[config.mk]
export PLATFORM = sky130hd
export DESIGN_NAME = polyline_normal_offset_flat
export DESIGN_NICKNAME = d
export VERILOG_FILES = /design/src/design/pno_pkg.sv /design/src/design/pno_point_if.sv /design/src/design/pno_result_if.sv /design/src/design/pno_norm_unit.sv /design/src/design/polyline_normal_offset.sv /design/src/flat_wrapper.sv
export SDC_FILE = /design/constraint.sdc
export NUM_CORES = 2
export LEC_CHECK = 0
export ABC_AREA = 1
export BUFFER_PORTS_ARGS = -buffer_cell sky130_fd_sc_hd__buf_4
export CORE_MARGIN = 2
export CORE_UTILIZATION = 50
export DETAILED_ROUTE_END_ITERATION = 8
export PLACE_DENSITY = 0.66
export SLEW_MARGIN = 20
export SYNTH_ARGS = -nofsm -noshare
export SYNTH_HDL_FRONTEND = slang
export SYNTH_SLANG_ARGS = --single-unit
[constraint.sdc]
create_clock -name clk -period 12 [get_ports clk]
set_input_delay 2.4 -clock clk [delete_from_list [all_inputs] [get_ports clk]]
set_output_delay 2.4 -clock clk [all_outputs]
set_load 0.01 [all_outputs]
[src/design/pno_pkg.sv]
`timescale 1ns / 1ps
`default_nettype none

package pno_pkg;

  // Offset distance register, unsigned Q15.16.
  localparam int DIST_WIDTH = 31;
  // Normalized chord magnitudes and unit components sit below 2^31.
  localparam int MAG_WIDTH = 31;
  // Square root of a 63-bit sum: one result bit per step.
  localparam int ROOT_STEPS = 32;
  // Quotient of (a << 30) / r fits in 31 bits.
  localparam int QUOT_STEPS = 31;
  // Unit vector is Q1.30; products are rounded half up back to Q15.16.
  localparam int UNIT_FRAC = 30;

  typedef enum logic [3:0] {
    N_IDLE,
    N_NORM,
    N_SQX,
    N_SQY,
    N_SQS,
    N_SQRT,
    N_DIVX,
    N_DIVY,
    N_MULX,
    N_MULY,
    N_MULE
  } norm_state_t;

  typedef enum logic [1:0] {
    S_IDLE,
    S_CALC,
    S_EMIT
  } top_state_t;

  typedef struct packed {
    logic [MAG_WIDTH-1:0] mag_x;
    logic [MAG_WIDTH-1:0] mag_y;
    logic                 neg_x;
    logic                 neg_y;
    logic                 zero;
  } norm_res_t;

endpackage

`default_nettype wire

[src/design/pno_point_if.sv]
`timescale 1ns / 1ps
`default_nettype none

interface pno_point_if #(
  parameter int COORD_WIDTH = 32
) ();
  logic                          valid;
  logic                          ready;
  logic signed [COORD_WIDTH-1:0] point_x;
  logic signed [COORD_WIDTH-1:0] point_y;
  logic                          last_point;

  modport source (output valid, point_x, point_y, last_point, input ready);
  modport sink (input valid, point_x, point_y, last_point, output ready);
endinterface

`default_nettype wire

[src/design/pno_result_if.sv]
`timescale 1ns / 1ps
`default_nettype none

interface pno_result_if #(
  parameter int COORD_WIDTH = 32
) ();
  logic                          valid;
  logic                          ready;
  logic signed [COORD_WIDTH-1:0] plus_x;
  logic signed [COORD_WIDTH-1:0] plus_y;
  logic signed [COORD_WIDTH-1:0] minus_x;
  logic signed [COORD_WIDTH-1:0] minus_y;
  logic                          zero_chord;
  logic                          last_result;

  modport source (output valid, plus_x, plus_y, minus_x, minus_y, zero_chord, last_result,
                  input ready);
  modport sink (input valid, plus_x, plus_y, minus_x, minus_y, zero_chord, last_result,
                output ready);
endinterface

`default_nettype wire

[src/design/pno_norm_unit.sv]
`timescale 1ns / 1ps
`default_nettype none

module pno_norm_unit #(
  parameter int COORD_WIDTH = 32
) (
  input  logic                           clk,
  input  logic                           rst,
  input  logic                           start,
  input  logic signed [COORD_WIDTH-1:0]  x0,
  input  logic signed [COORD_WIDTH-1:0]  y0,
  input  logic signed [COORD_WIDTH-1:0]  x2,
  input  logic signed [COORD_WIDTH-1:0]  y2,
  input  logic [pno_pkg::DIST_WIDTH-1:0] distance,
  output logic                           done,
  output pno_pkg::norm_res_t             res
);
  import pno_pkg::*;

  localparam int CW = COORD_WIDTH;
  localparam int NW = (CW + 1 > 32) ? CW + 1 : 32;
  localparam logic [61:0] ROUND_ONE = 62'd1 << (UNIT_FRAC - 1);
  localparam logic [4:0] ROOT_LAST = 5'(ROOT_STEPS - 1);
  localparam logic [4:0] QUOT_LAST = 5'(QUOT_STEPS - 1);

  norm_state_t state, state_next;

  logic signed [CW:0] tx, ty;
  logic [CW:0]        abs_x, abs_y;
  logic [NW-1:0]      ax, ay, or_v;
  logic               too_big, too_small;

  logic [61:0] prod, prod_c, rnd;
  logic [30:0] mul_a, mul_b;
  logic [63:0] v, root, bitm, root_bit;
  logic [31:0] rem;
  logic [29:0] quo;
  logic [30:0] ux, uy;
  logic [4:0]  cnt;
  logic        nb;
  logic [32:0] t;
  logic [63:0] sub_a, sub_b;
  logic [64:0] diff;
  logic        ge;

  assign tx = {y2[CW-1], y2} - {y0[CW-1], y0};
  assign ty = {x0[CW-1], x0} - {x2[CW-1], x2};
  assign abs_x = tx[CW] ? (~tx + 1'b1) : tx;
  assign abs_y = ty[CW] ? (~ty + 1'b1) : ty;

  // The larger magnitude has the same leading bit as the OR of both.
  assign or_v = ax | ay;
  assign too_big = |or_v[NW-1:31];
  assign too_small = !or_v[30];

  // Shared multiplier: squares first, then distance times unit components.
  always_comb begin
    mul_a = '0;
    mul_b = '0;
    case (state)
      N_SQX: begin
        mul_a = ax[30:0];
        mul_b = ax[30:0];
      end
      N_SQY: begin
        mul_a = ay[30:0];
        mul_b = ay[30:0];
      end
      N_MULX: begin
        mul_a = distance;
        mul_b = ux;
      end
      N_MULY: begin
        mul_a = distance;
        mul_b = uy;
      end
      default: begin
        mul_a = '0;
        mul_b = '0;
      end
    endcase
  end

  assign prod_c = mul_a * mul_b;
  assign rnd = prod + ROUND_ONE;

  // Shared subtractor: square-root trial and restoring division steps.
  assign root_bit = root + bitm;
  assign nb = (cnt == QUOT_LAST) ? ((state == N_DIVX) ? ax[0] : ay[0]) : 1'b0;
  assign t = {rem, nb};

  always_comb begin
    if (state == N_SQRT) begin
      sub_a = v;
      sub_b = root_bit;
    end else begin
      sub_a = 64'(t);
      sub_b = root;
    end
  end

  assign diff = {1'b0, sub_a} - {1'b0, sub_b};
  assign ge = !diff[64];

  always_ff @(posedge clk) begin
    if (rst) begin
      state <= N_IDLE;
    end else begin
      state <= state_next;
    end
  end

  always_comb begin
    state_next = state;
    case (state)
      N_IDLE: begin
        if (start && (abs_x != '0 || abs_y != '0)) begin
          state_next = N_NORM;
        end
      end
      N_NORM: begin
        if (!too_big && !too_small) begin
          state_next = N_SQX;
        end
      end
      N_SQX: state_next = N_SQY;
      N_SQY: state_next = N_SQS;
      N_SQS: state_next = N_SQRT;
      N_SQRT: begin
        if (cnt == '0) begin
          state_next = N_DIVX;
        end
      end
      N_DIVX: begin
        if (cnt == '0) begin
          state_next = N_DIVY;
        end
      end
      N_DIVY: begin
        if (cnt == '0) begin
          state_next = N_MULX;
        end
      end
      N_MULX: state_next = N_MULY;
      N_MULY: state_next = N_MULE;
      N_MULE: state_next = N_IDLE;
      default: state_next = N_IDLE;
    endcase
  end

  always_ff @(posedge clk) begin
    if (rst) begin
      done <= 1'b0;
    end else begin
      done <= (state == N_MULE) ||
              (state == N_IDLE && start && abs_x == '0 && abs_y == '0);
    end
  end

  always_ff @(posedge clk) begin
    prod <= prod_c;
    case (state)
      N_IDLE: begin
        if (start) begin
          ax <= NW'(abs_x);
          ay <= NW'(abs_y);
          res.neg_x <= tx[CW];
          res.neg_y <= ty[CW];
          res.zero <= (abs_x == '0 && abs_y == '0);
          res.mag_x <= '0;
          res.mag_y <= '0;
        end
      end
      N_NORM: begin
        if (too_big) begin
          ax <= ax >> 1;
          ay <= ay >> 1;
        end else if (too_small) begin
          ax <= ax << 1;
          ay <= ay << 1;
        end
      end
      N_SQY: begin
        v <= 64'(prod);
      end
      N_SQS: begin
        v <= v + 64'(prod);
        root <= '0;
        bitm <= 64'd1 << 62;
        cnt <= ROOT_LAST;
      end
      N_SQRT: begin
        if (ge) begin
          v <= diff[63:0];
          root <= (root >> 1) + bitm;
        end else begin
          root <= root >> 1;
        end
        bitm <= bitm >> 2;
        if (cnt == '0) begin
          rem <= {2'b00, ax[30:1]};
          quo <= '0;
          cnt <= QUOT_LAST;
        end else begin
          cnt <= cnt - 1'b1;
        end
      end
      N_DIVX, N_DIVY: begin
        if (cnt == '0) begin
          if (state == N_DIVX) begin
            ux <= {quo, ge};
            rem <= {2'b00, ay[30:1]};
            quo <= '0;
            cnt <= QUOT_LAST;
          end else begin
            uy <= {quo, ge};
          end
        end else begin
          rem <= ge ? diff[31:0] : t[31:0];
          quo <= {quo[28:0], ge};
          cnt <= cnt - 1'b1;
        end
      end
      N_MULY: begin
        res.mag_x <= rnd[60:30];
      end
      N_MULE: begin
        res.mag_y <= rnd[60:30];
      end
      default: begin
      end
    endcase
  end

endmodule

`default_nettype wire

[src/design/polyline_normal_offset.sv]
`timescale 1ns / 1ps
`default_nettype none

// Channel      Dir  Payload
// point_in     in   point_x, point_y, last_point
// result_out   out  plus_x, plus_y, minus_x, minus_y, zero_chord, last_result
// cfg_we/wdata in   offset_distance (unsigned Q15.16)
//
// A point that closes a chord runs s normalization shifts (0 to 30), then 32 root and 62
// divide steps on the one shared subtractor, with setup, squares, offsets and handoff, and
// sends n results (1 to 3). A zero-length chord skips the unit; a point that only fills the
// window sends no result. Reset clears the window, the count and the register. A stalled
// output register holds off the next result, and a request is taken only after the previous
// point has sent all of its.
module polyline_normal_offset #(
  parameter int COORD_WIDTH = 32
) (
  input  logic                           clk,
  input  logic                           rst,
  input  logic                           cfg_we,
  input  logic [pno_pkg::DIST_WIDTH-1:0] cfg_wdata,
  pno_point_if.sink                      point_in,
  pno_result_if.source                   result_out
);
  import pno_pkg::*;

  localparam int CW = COORD_WIDTH;
  localparam int SW = ((CW > 32) ? CW : 32) + 2;

  top_state_t state, state_next;

  logic [DIST_WIDTH-1:0] distance;
  logic signed [CW-1:0]  win_x [2];
  logic signed [CW-1:0]  win_y [2];
  logic [1:0]            seen;
  logic signed [CW-1:0]  cur_x, cur_y;
  logic                  cur_last;
  logic                  blank, from_w0;
  logic [1:0]            emit_n, emit_k, src;
  logic                  accept, unit_start, unit_done, emit_fire, emit_end;
  norm_res_t             nres;

  logic signed [CW-1:0] sel_x, sel_y;
  logic signed [SW-1:0] ox, oy, px, py;

  logic                 ovalid;
  logic signed [CW-1:0] o_plus_x, o_plus_y, o_minus_x, o_minus_y;
  logic                 o_zero, o_last;

  function automatic logic [CW-1:0] sat_w(input logic signed [SW-1:0] s);
    logic over, under;
    over = !s[SW-1] && (s[SW-2:CW-1] != '0);
    under = s[SW-1] && !(&s[SW-2:CW-1]);
    if (over) begin
      return {1'b0, {(CW - 1){1'b1}}};
    end else if (under) begin
      return {1'b1, {(CW - 1){1'b0}}};
    end
    return s[CW-1:0];
  endfunction

  pno_norm_unit #(
    .COORD_WIDTH(CW)
  ) u_norm (
    .clk     (clk),
    .rst     (rst),
    .start   (unit_start),
    .x0      (win_x[0]),
    .y0      (win_y[0]),
    .x2      (point_in.point_x),
    .y2      (point_in.point_y),
    .distance(distance),
    .done    (unit_done),
    .res     (nres)
  );

  assign accept = point_in.valid && point_in.ready;
  assign emit_fire = (state == S_EMIT) && (!ovalid || result_out.ready);
  assign emit_end = emit_fire && (emit_k == emit_n - 2'd1);

  always_comb begin
    state_next = state;
    point_in.ready = 1'b0;
    unit_start = 1'b0;
    case (state)
      S_IDLE: begin
        point_in.ready = 1'b1;
        if (point_in.valid) begin
          if (seen[1]) begin
            unit_start = 1'b1;
            state_next = S_CALC;
          end else if (point_in.last_point) begin
            state_next = S_EMIT;
          end
        end
      end
      S_CALC: begin
        if (unit_done) begin
          state_next = S_EMIT;
        end
      end
      S_EMIT: begin
        if (emit_end) begin
          state_next = S_IDLE;
        end
      end
      default: state_next = S_IDLE;
    endcase
  end

  always_ff @(posedge clk) begin
    if (rst) begin
      state <= S_IDLE;
    end else begin
      state <= state_next;
    end
  end

  always_ff @(posedge clk) begin
    if (rst) begin
      distance <= '0;
    end else if (cfg_we) begin
      distance <= cfg_wdata;
    end
  end

  // Window, point count and the plan of results for the current request.
  always_ff @(posedge clk) begin
    if (rst) begin
      seen <= '0;
      win_x[0] <= '0;
      win_x[1] <= '0;
      win_y[0] <= '0;
      win_y[1] <= '0;
      emit_k <= '0;
      emit_n <= '0;
      blank <= 1'b0;
      from_w0 <= 1'b0;
    end else begin
      if (accept) begin
        cur_x <= point_in.point_x;
        cur_y <= point_in.point_y;
        cur_last <= point_in.last_point;
        emit_k <= '0;
        blank <= !seen[1];
        from_w0 <= (seen == 2'd2);
        if (seen[1]) begin
          emit_n <= ((seen == 2'd2) ? 2'd2 : 2'd1) + {1'b0, point_in.last_point};
        end else begin
          emit_n <= seen + 2'd1;
          if (!point_in.last_point) begin
            win_x[0] <= win_x[1];
            win_y[0] <= win_y[1];
            win_x[1] <= point_in.point_x;
            win_y[1] <= point_in.point_y;
            seen <= seen + 2'd1;
          end
        end
      end
      if (emit_fire) begin
        emit_k <= emit_k + 2'd1;
      end
      if (emit_end) begin
        if (cur_last) begin
          seen <= '0;
          win_x[0] <= '0;
          win_x[1] <= '0;
          win_y[0] <= '0;
          win_y[1] <= '0;
        end else begin
          win_x[0] <= win_x[1];
          win_y[0] <= win_y[1];
          win_x[1] <= cur_x;
          win_y[1] <= cur_y;
          seen <= 2'd3;
        end
      end
    end
  end

  // The first result of the third point of a line is for the oldest window point.
  assign src = emit_k + (from_w0 ? 2'd0 : 2'd1);

  always_comb begin
    case (src)
      2'd0: begin
        sel_x = win_x[0];
        sel_y = win_y[0];
      end
      2'd1: begin
        sel_x = win_x[1];
        sel_y = win_y[1];
      end
      default: begin
        sel_x = cur_x;
        sel_y = cur_y;
      end
    endcase
  end

  always_comb begin
    px = SW'(sel_x);
    py = SW'(sel_y);
    ox = nres.neg_x ? -signed'(SW'(nres.mag_x)) : signed'(SW'(nres.mag_x));
    oy = nres.neg_y ? -signed'(SW'(nres.mag_y)) : signed'(SW'(nres.mag_y));
  end

  always_ff @(posedge clk) begin
    if (rst) begin
      ovalid <= 1'b0;
    end else if (emit_fire) begin
      ovalid <= 1'b1;
    end else if (result_out.ready) begin
      ovalid <= 1'b0;
    end
  end

  always_ff @(posedge clk) begin
    if (emit_fire) begin
      o_last <= cur_last && emit_end;
      if (blank) begin
        o_plus_x <= '0;
        o_plus_y <= '0;
        o_minus_x <= '0;
        o_minus_y <= '0;
        o_zero <= 1'b0;
      end else begin
        o_plus_x <= sat_w(px + ox);
        o_plus_y <= sat_w(py + oy);
        o_minus_x <= sat_w(px - ox);
        o_minus_y <= sat_w(py - oy);
        o_zero <= nres.zero;
      end
    end
  end

  assign result_out.valid = ovalid;
  assign result_out.plus_x = o_plus_x;
  assign result_out.plus_y = o_plus_y;
  assign result_out.minus_x = o_minus_x;
  assign result_out.minus_y = o_minus_y;
  assign result_out.zero_chord = o_zero;
  assign result_out.last_result = o_last;

endmodule

`default_nettype wire

[src/flat_wrapper.sv]
// flat-port wrapper written by rule: the top's interface ports become plain ports
module polyline_normal_offset_flat import pno_pkg::*;
#(
  parameter int COORD_WIDTH = 32
)
  (clk, rst, cfg_we, cfg_wdata, point_in_valid, point_in_point_x, point_in_point_y, point_in_last_point, point_in_ready, result_out_valid, result_out_plus_x, result_out_plus_y, result_out_minus_x, result_out_minus_y, result_out_zero_chord, result_out_last_result, result_out_ready);
  pno_point_if #(.COORD_WIDTH(COORD_WIDTH)) point_in_i ();
  pno_result_if #(.COORD_WIDTH(COORD_WIDTH)) result_out_i ();
  input  logic clk;
  input  logic rst;
  input  logic cfg_we;
  input  logic [pno_pkg::DIST_WIDTH-1:0] cfg_wdata;
  input wire logic [$bits(point_in_i.valid)-1:0] point_in_valid;
  input wire logic [$bits(point_in_i.point_x)-1:0] point_in_point_x;
  input wire logic [$bits(point_in_i.point_y)-1:0] point_in_point_y;
  input wire logic [$bits(point_in_i.last_point)-1:0] point_in_last_point;
  output wire logic [$bits(point_in_i.ready)-1:0] point_in_ready;
  output wire logic [$bits(result_out_i.valid)-1:0] result_out_valid;
  output wire logic [$bits(result_out_i.plus_x)-1:0] result_out_plus_x;
  output wire logic [$bits(result_out_i.plus_y)-1:0] result_out_plus_y;
  output wire logic [$bits(result_out_i.minus_x)-1:0] result_out_minus_x;
  output wire logic [$bits(result_out_i.minus_y)-1:0] result_out_minus_y;
  output wire logic [$bits(result_out_i.zero_chord)-1:0] result_out_zero_chord;
  output wire logic [$bits(result_out_i.last_result)-1:0] result_out_last_result;
  input wire logic [$bits(result_out_i.ready)-1:0] result_out_ready;
  assign point_in_i.valid = point_in_valid;
  assign point_in_i.point_x = point_in_point_x;
  assign point_in_i.point_y = point_in_point_y;
  assign point_in_i.last_point = point_in_last_point;
  assign point_in_ready = point_in_i.ready;
  assign result_out_valid = result_out_i.valid;
  assign result_out_plus_x = result_out_i.plus_x;
  assign result_out_plus_y = result_out_i.plus_y;
  assign result_out_minus_x = result_out_i.minus_x;
  assign result_out_minus_y = result_out_i.minus_y;
  assign result_out_zero_chord = result_out_i.zero_chord;
  assign result_out_last_result = result_out_i.last_result;
  assign result_out_i.ready = result_out_ready;
  polyline_normal_offset #(.COORD_WIDTH(COORD_WIDTH)) u_core (.clk(clk), .rst(rst), .cfg_we(cfg_we), .cfg_wdata(cfg_wdata), .point_in(point_in_i), .result_out(result_out_i));
endmodule
==> results.ini <==
[routing]
ant_nets = 0
drt_iter0_drc = 9962
drt_drc_violations_left = 0
wl_um = 387000
routedWlPerCell_um = 24.9
vias_per_cell = 5.81
vias = 90300
dr.pass1.iters = 7

[placed_design]
hpwlAfterDp_um = 317000
portBuffers = 232
place.gp.congestion = 1.05
dp.cells = 15400

[pwr]
power.density_nw_per_um2 = 166
pwr-share-comb = 0.543
irDropWorstVdd_uv = 299
clkPwrFrac = 0.196
p_sw_frac = 0.479
total_switching_power_mw = 8.34
internal_power_mw = 9.05
p_leak_nw = 50.3
pwr-share-seq = 0.262

[clocking]
ctsHoldBuffers = 0
clock-sinks = 852
cts_resized = 0
cts_tree = yes
clock_latency_ns = 0.81
root_buffer = clkbuf_16
cts_buffer_depth = 3
htree_levels = 3
cts_buffers = 100
cts_setup_buffers = 0
clk_pin_slew_ns = 0.06

[logic_synthesis]
ys_ff_latch = 852
syn_inst = 12900
syn_avg_cell_area_um2 = 7.50
synthTopCellsByArea = edfxtp_1 23%, fa_1 18%, nand2_1 10%
synth_top_flop_cell = edfxtp_1
async_flop_share = 0
syn_area_um2 = 96400
syn-num-nets = 14500
synth-seq-area-share = 0.254
ys_types = 69
synth-edff-count = 743
ys.warnings.count = 0
synth.largest_area_cell = edfxtp_1
synth_top_cell_area_share = 0.231

[die]
io_pins = 233
die_h_um = 443
die_w_um = 443
fp-row-count = 161
coreArea_um2 = 192000
dieArea_um2 = 196000
start_util = 0.502

[sta]
rsz0062_at_grt = false
slew_viol_final = 0
skew_ns = 0.0907
fmax_mhz = 91.6
fin_crit_sh = 0.910
tightest_slew_ns = 1.20
fin_crit_ns = 10.92
fin_tns_setup_ns = 0
final_hold_viol_count = 0
setup_violations = 0
maxSlewHeadroom = 0.188

[critical_path]
crit_path_start = u_core.u_norm.state[1]$_SDFFE_PP0P_
worstSetupPathType = flop to flop
r2r_end = u_core.u_norm.prod[60]$_DFF_P_
crit_cells = 31
cp_slowest_cell = inv_1
critical-path-top-delay-family = adder cells
critPathMaxFanout = 21
crit_arrival_ns = 11.59
endpoint_kind = flop
critical_path_buf_inv_count = 6
ff2ff_setup_slack_ns = 1.08
max_stage_delay_ns = 0.85
worstSetupStartpointType = flop
r2r_start = u_core.u_norm.state[1]$_SDFFE_PP0P_
reg2reg_depth = 31
path_common_cell = fa_1
required_ns = 12.67
cp-endpoint = u_core.u_norm.prod[60]$_DFF_P_

[run]
max-cap-violations = 0

[run_status]
status = completed

[worst_hold_path]
hold_depth = 0
min_path_type = flop to flop

[final_layout]
final_cell_mix = 2655 x nand2_1, 2418 x inv_1, 1670 x nor2_1
final_nets = 14500
nFillCells = 18600
drive_gt1_frac = 0.0561
final_cells = 15500
area_growth_pct = 8.59
final_common_cell = nand2_1
utilization = 0.545

[global_routing]
grt_pass1_wl_um = 569000
first_global_vias = 88600
antenna_found_initial = 7
grt_max_degree = 101
groute.layer.met1.usage = 0.506
groute.usage.overall = 0.389
use_met2 = 0.614
grtUsageMet3 = 0.0571
grt.overflow.total = 0
grt.busiest_layer = met2

==> power groups by stage <==
stage / logic (mW) / registers [mW] / clock network [mW]
3_3_place_gp: 9.11 / 4.58 / 0
5_1_grt: 10.4 / 4.59 / 3.53
3_5_place_dp: 9.18 / 4.59 / 0
6_report: 9.43 / 4.55 / 3.40
2_1_floorplan: 6.18 / 4.62 / 0
4_1_cts: 9.22 / 4.54 / 3.42
==> synthesized netlist by cell type, types with 13 or more instances <==
cell	instances
o21ai_1	36
ha_1	653
buf_2	30
o31ai_1	23
o211ai_1	44
inv_1	2422
clkbuf_1	348
o221ai_1	21
buf_1	29
a21boi_0	31
a32o_1	24
o21ai_0	640
o22ai_1	139
edfxtp_1	743
or2_2	33
nand3_1	449
nor2_1	1695
nand4_1	63
nand3b_1	19
xor2_1	293
xnor2_1	94
nor3_1	96
o21bai_1	29
a211oi_1	13
nand2_2	26
nand2_1	2658
nor4_1	31
dfxtp_1	109
a31oi_1	96
a21oi_1	911
a21o_1	20
o21a_1	36
clkinv_1	20
a221oi_1	32
fa_1	845
==> cell families (layout without fill, tap and decap cells) <==
family	Yosys count	after routing	share of synthesized area
and+or+nand+nor	5118	5118	0.213
buffers and inverters	2866	3014	0.113
AOI/OAI and AO/OA	2141	2141	0.124
adders and majority gates	1498	1498	0.260
DFF	852	852	0.254
xor gates and xnor gates	388	388	0.0353
muxes	2	2	0.000208
other	0	6	0
==> metal layers <==
layer  vias to the layer above  part of all wire
li1                      41000                 -
met2                      4570              0.45
met1                     43600              0.40
met5                         -          0.000083
met4                         4             0.073
met3                      1060             0.080
==> state kept, by name, summed over array words and instances (netlist names), 31 cells and up <==
name,count
u_core.u_norm.v,64
u_core.win_y,64
u_core.u_norm.ay,33
u_core.cur_y,32
u_core.u_norm.ax,33
u_core.result_out.plus_x,32
u_core.u_norm.rem,32
u_core.result_out.plus_y,32
u_core.u_norm.res,65
u_core.u_norm.uy,31
u_core.result_out.minus_x,32
u_core.u_norm.prod,62
u_core.distance,31
u_core.win_x,64
u_core.u_norm.ux,31
u_core.result_out.minus_y,32
u_core.cur_x,32
u_core.u_norm.bitm,32
u_core.u_norm.root,64
==> worst min path at each step <==
| stage | startpoint | endpoint | slack, ns |
|---|---|---|---|
| 3_3_place_gp | u_core.u_norm.quo[29]$_SDFFCE_PP0P_ | u_core.u_norm.ux[30]$_DFFE_PP_ | 0.42 |
| 6_report | u_core.u_norm.quo[29]$_SDFFCE_PP0P_ | u_core.u_norm.ux[30]$_DFFE_PP_ | 0.45 |
| 3_5_place_dp | u_core.u_norm.quo[29]$_SDFFCE_PP0P_ | u_core.u_norm.ux[30]$_DFFE_PP_ | 0.44 |
| 5_1_grt | u_core.u_norm.quo[29]$_SDFFCE_PP0P_ | u_core.u_norm.ux[30]$_DFFE_PP_ | 0.47 |
| 4_1_cts | u_core.u_norm.quo[29]$_SDFFCE_PP0P_ | u_core.u_norm.uy[30]$_DFFE_PP_ | 0.45 |
| 2_1_floorplan | u_core.u_norm.quo[29]$_SDFFCE_PP0P_ | u_core.u_norm.ux[30]$_DFFE_PP_ | 0.42 |
==> layout make-up <==
class | instances | area (um2) | area share
repair buffers | 377 | 2840 | 0.0271
multi-input cells | 9147 | 61300 | 0.586
clock buffers | 113 | 2610 | 0.0250
well taps | 2526 | 3160 | 0.0302
inverters | 2449 | 9200 | 0.0879
diodes | 6 | 15.0 | 0.000143
flip-flops and latches | 852 | 24500 | 0.234
clock inverters | 75 | 1040 | 0.00995
==> per-stage QoR <==
stage | cell area, um2 | setup WS (ns) | total power [mW] | hold slack, ns
6_report | 105000 | 1.08 | 17.4 | 0.452
5_1_grt | 105000 | 0.677 | 18.5 | 0.472
4_1_cts | 105000 | 1.41 | 17.2 | 0.454
3_5_place_dp | 101000 | 1.35 | 13.8 | 0.439
3_3_place_gp | 101000 | 1.38 | 13.7 | 0.423
2_1_floorplan | 96400 | 2.90 | 10.8 | 0.421
No activity file was read; power rests on OpenSTA's default activity.
